--- config.mk ---
export PLATFORM = sky130hd
export DESIGN_NAME = sobel_ctrl
export DESIGN_NICKNAME = d
export VERILOG_FILES = /design/src/rtl/core/sobel_pkg.sv /design/src/rtl/core/sobel_ctrl.sv
export SDC_FILE = /design/constraint.sdc
export NUM_CORES = 1
export LEC_CHECK = 0
export BUFFER_PORTS_ARGS = -buffer_cell sky130_fd_sc_hd__buf_2
export CAP_MARGIN = 20
export CORE_AREA = 5 5 42 44
export CTS_BUF_LIST = sky130_fd_sc_hd__clkbuf_4 sky130_fd_sc_hd__clkbuf_8 sky130_fd_sc_hd__clkbuf_16
export DETAILED_ROUTE_END_ITERATION = 6
export DIE_AREA = 0 0 47 49
export HOLD_SLACK_MARGIN = 0.12
export PLACE_DENSITY = 0.34
export SLEW_MARGIN = 20
export SYNTH_ARGS = -nofsm -noshare
export SYNTH_HDL_FRONTEND = slang
export SYNTH_SLANG_ARGS = --single-unit
export TNS_END_PERCENT = 20
--- constraint.sdc ---
create_clock -name clk -period 1.4 [get_ports clk]
set_input_delay 0.35 -clock clk [delete_from_list [all_inputs] [get_ports clk]]
set_output_delay 0.35 -clock clk [all_outputs]
set_load 0.005 [all_outputs]
--- src/rtl/core/sobel_pkg.sv ---
// Shared types and constants for the Sobel edge magnitude core.
// Used by the controller, the datapath and the top level; depends on nothing.
`timescale 1ns / 1ps
`default_nettype none

package sobel_pkg;

	localparam int unsigned ChanW   = 8;
	localparam int unsigned CfgW    = 11;
	localparam int unsigned GradW   = 11;
	localparam int unsigned SqW     = 20;
	localparam int unsigned SumW    = 21;

	// Register indexes on the configuration port.
	localparam logic RegFrameWidth  = 1'b0;
	localparam logic RegFrameHeight = 1'b1;

	// Request codes.
	localparam logic ReqPixel = 1'b0;
	localparam logic ReqFlush = 1'b1;

	typedef logic [ChanW-1:0] chan_t;

	typedef struct packed {
		chan_t red;
		chan_t green;
		chan_t blue;
	} pix_t;

	typedef enum logic [2:0] {
		ST_IDLE,
		ST_READ,
		ST_GRAD,
		ST_SQUARE,
		ST_ROOT,
		ST_DONE
	} state_t;

	// Commands from the controller to the datapath.
	typedef struct packed {
		logic capture;
		logic shift;
		logic grad;
		logic square;
		logic root_step;
		logic out_load;
	} cmd_t;

	// Status from the datapath to the controller.
	typedef struct packed {
		logic emit;
		logic root_last;
		logic out_free;
	} status_t;

endpackage

`default_nettype wire

--- src/rtl/core/sobel_ctrl.sv ---
// Controller state machine for the Sobel edge magnitude core.
// Depends on sobel_pkg for the state, command and status types.
`timescale 1ns / 1ps
`default_nettype none

module sobel_ctrl (
	input  wire                  clk,
	input  wire                  arst_n,
	input  wire                  in_valid,
	output logic                 in_stall,
	input  sobel_pkg::status_t   status,
	output sobel_pkg::cmd_t      cmd
);
	import sobel_pkg::*;

	state_t state_q;
	state_t state_nxt;

	// State register.
	always_ff @(posedge clk or negedge arst_n) begin
		if (!arst_n) begin
			state_q <= ST_IDLE;
		end else begin
			state_q <= state_nxt;
		end
	end

	// Next state logic.
	always_comb begin
		state_nxt = state_q;
		unique case (state_q)
			ST_IDLE: begin
				if (in_valid) state_nxt = ST_READ;
			end
			ST_READ: begin
				state_nxt = status.emit ? ST_GRAD : ST_IDLE;
			end
			ST_GRAD:   state_nxt = ST_SQUARE;
			ST_SQUARE: state_nxt = ST_ROOT;
			ST_ROOT: begin
				if (status.root_last) state_nxt = ST_DONE;
			end
			ST_DONE: begin
				if (status.out_free) state_nxt = ST_IDLE;
			end
			default: state_nxt = ST_IDLE;
		endcase
	end

	// Output decode.
	always_comb begin
		cmd      = '0;
		in_stall = 1'b1;
		unique case (state_q)
			ST_IDLE: begin
				in_stall    = 1'b0;
				cmd.capture = in_valid;
			end
			ST_READ:   cmd.shift     = 1'b1;
			ST_GRAD:   cmd.grad      = 1'b1;
			ST_SQUARE: cmd.square    = 1'b1;
			ST_ROOT:   cmd.root_step = 1'b1;
			ST_DONE:   cmd.out_load  = status.out_free;
			default: begin
				in_stall = 1'b1;
			end
		endcase
	end

endmodule

`default_nettype wire

# After elaboration in Yosys (flattened, before gate mapping)
# Cells that the tools add are included.
dict set report classes {
  eq_ne 8
  mux 12
  n_reduce_logical 2
}
# op n
set op_table {}
lappend op_table {{one-hot mux 3 bit (6 select lines)} 1}
lappend op_table {{2-to-1 mux 3 bit} 3}
lappend op_table {{2-to-1 mux 1 bit} 7}
lappend op_table {{equality test 3 x 2 -> 1 bit, second input constant} 2}
lappend op_table {{equality test 3 bit, second input constant} 2}
lappend op_table {{inequality test 2 bit, second input constant} 3}
lappend op_table {{equality test 3 x 1 -> 1 bit, second input constant} 1}
lappend op_table {{zero test 3 bit} 1}
lappend op_table {{AND reduction 3 bit} 1}
lappend op_table {{2-to-1 mux 2 bit} 1}
dict set report totals {
  output_inout_bits 7
  in_bits 6
  ff_bits 3
}

# Logic depth before layout (Yosys ltp)
dict set report logic_depth {
  depth_word 3
  depth_mapped 3
  depth_no_buf 3
}

# Worst setup path after synthesis
# OpenSTA, ideal clock, no wires.
dict set report synth_path {
  path_kind {flip-flop to output port}
  start {reg state_q[0]}
  end {out cmd[5] in the netlist's numbering}
  slack_ns 0.077
  required_ns 1.050
  stages_incl_launch_ff 4
  arrival_time_ns 0.973
  n_path_buf 1
  path_cell_list {dfrtp_1 buf_6 or3_4 nor2_2}
}
# element line_no
set synth_rtl {}
lappend synth_rtl {{start: declaration} sobel_ctrl.sv:16} ;# state_t state_q;
lappend synth_rtl {{start signal: assignment} sobel_ctrl.sv:24} ;# state_q <= state_nxt;
lappend synth_rtl {{end: declaration} sobel_ctrl.sv:12} ;# output sobel_pkg::cmd_t cmd

==> flow_summary.json <==
{
  "cts_tree": "yes",
  "synth-seq-cells": 3,
  "synth_top_area_cell": "dfrtp_1",
  "status": "finished, violations left",
  "synth-edff-count": 0,
  "avgSynthCellArea_um2": 9.08,
  "ys.flop_type": "dfrtp_1",
  "drtPass1Iterations": 1,
  "grt_pass1_wl_mm": 1.05,
  "antenna_found_initial": 0,
  "final.period_utilization_pct": 109,
  "rows": 14,
  "layout_setup_ws_ps": -121,
  "yosysWarnings": 0,
  "synth.cells.most_frequent": "dfrtp_1 (3), nor3b_1 (3)",
  "drtIter0Drc": 0,
  "start_util_pct": 14.9,
  "period_minus_slack_ps": 1520,
  "yosys-top-cells-area": "dfrtp_1 (36%), nor3b_1 (11%), nand2b_1 (6.0%)",
  "grt_pass1_vias": 242,
  "largest_reg_flops": 3,
  "endpoint_kind": "output port",
  "fmax_ghz": 0.657,
  "syn-cell-area_um2": 209,
  "setup_viol": 7,
  "grt_usage_pct": 6.35,
  "violations": "negative setup slack",
  "postCtsSetupRepairBufs": 0,
  "ys_types": 15,
  "final_cell_area_um2": 358,
  "drive_gt1_share_pct": 57.1,
  "grt-ovfl-total": 0,
  "routed_wl_um": 610,
  "clockRootBuffer": "clkbuf_4",
  "cp_max_fo": 2,
  "synthesis.nets": 29,
  "port_buffers": 12,
  "io_pins": 13,
  "p_per_area_nw_per_um2": 1920,
  "detail-route-antenna-nets": 0,
  "seqCellArea_um2": 75.1,
  "regMostFlops": "state_q",
  "cts_buffer_depth": 2,
  "die_h_um": 49,
  "power.leakage_nw": 0.190,
  "whs_ps": 387,
  "preCtsSetupSlack_ps": 119,
  "clkTransAtPathRegs_ps": 40,
  "netlist.area_leader.share_pct": 35.9,
  "rsz0062_at_grt": "yes",
  "crit_arrival_ps": 1170,
  "drv_cap": 0,
  "numCtsBuffers": 3,
  "final_core_util_pct": 25.5,
  "hold_path_class": "input pin to register",
  "routed-via-count": 229,
  "seq_area_frac_synth_pct": 35.9,
  "instances_no_fill": 58,
  "maxSlewViolCount": 0,
  "worst_pin_slew_ps": 228,
  "numClockSinks": 3,
  "core_um2": 1400,
  "relSlewSlack_pct": 84.8,
  "hold_viol": 0,
  "multi_input_area_um2": 133,
  "critPathLaunchType": "register",
  "fin_nets": 49,
  "die_w_um": 47,
  "required_ps": 1050,
  "htreeDepth": 1,
  "peakVddDrop_mv": 0.560,
  "antenna_cells": 0,
  "place_congestion": 0.663,
  "placed_cells": 53,
  "area_growth_pct": 71.3,
  "crit_type": "register to output port",
  "via_per_inst": 3.95,
  "grt_max_degree": 11,
  "clock_skew_ps": 2.58,
  "wire_per_inst_um": 10.5,
  "worstSkewPairLatency_ps": 230,
  "final.fill_count": 173,
  "largest_registers": "state_q x3",
  "synth-async-reset-ratio_pct": 100,
  "syn_inst": 23,
  "drc": 0,
  "dieArea_um2": 2300,
  "placed_cell_area_um2": 300
}
[cells in the final DEF (no fill, tap or decap), types with 2 or more instances in the layout]
| master | n |
|---|---|
| inv_1 | 2 |
| a21oi_1 | 2 |
| buf_4 | 3 |
| nor2_1 | 2 |
| clkbuf_4 | 4 |
| buf_2 | 12 |
| dfrtp_1 | 3 |
| nor3b_2 | 2 |
[through the flow]
| stage | total power, mW | setup TNS [ps] |
|---|---|---|
| floorplan | 0.360 | 0 |
| global placement | 0.484 | 0 |
| detailed placement | 0.489 | 0 |
| CTS | 0.695 | -613 |
| global route | 0.750 | -978 |
| finish | 0.687 | -481 |
[cell families (layout without fill, tap and decap cells)]
family                 Yosys count  in the layout  share of synthesized area (%)
flip-flops                       3              3                           35.9
buffers and inverters            3             22                           8.98
AO/OA/AOI/OAI                    3              3                           8.98
AND/OR/NAND/NOR                 13             13                           41.3
multiplexers                     1              1                           4.79
[where the power goes]
part | switching [mW] | total [mW] | internal (mW) | leakage [nW]
clock | 0.0468 | 0.173 | 0.126 | 0.0184
combinational | 0.166 | 0.369 | 0.203 | 0.133
sequential | 0.0246 | 0.145 | 0.121 | 0.0386
[worst max-delay path, cell delays in order (launching register included)]
cell     delay, ps
dfrtp_1        370
or3_4          390
nor2_2          70
buf_2          110
[worst paths after layout]
check                            from    endpoint  slack (ps)  cells after the start
max in group asynchronous      arst_n  state_q[1]         850                      2
hold reg to reg            state_q[1]  state_q[1]         570                      2
hold / removal              status[2]  state_q[1]         390                      3
setup reg to reg           state_q[2]  state_q[2]         310                      3
min in group asynchronous      arst_n  state_q[2]         440                      2
setup / recovery           state_q[0]      cmd[5]        -120                      3
[final cells by class]
cell class	instances	area share [%]
Clock buffer	4	8.39
Timing Repair Buffer	16	25.9
Multi-Input combinational cell	17	37.1
Tap cell	16	5.59
Inverter	2	2.10
Sequential cell	3	21.0
[what timing repair did]
action,CTS,global route
gates resized for setup,2,1
pin swaps,0,1
endpoints found under the hold margin,3,0
hold buffers,1,0
setup endpoints to repair,7,7
[routing by layer]
layer	GRT usage [%]	vias up	routed length [um]
li1	-	115	-
met1	8.17	105	237
met2	7.92	9	304
met3	5.54	0	67
met4	1.38	0	0
met5	0	-	0
Power figures use the tool's default switching activity.
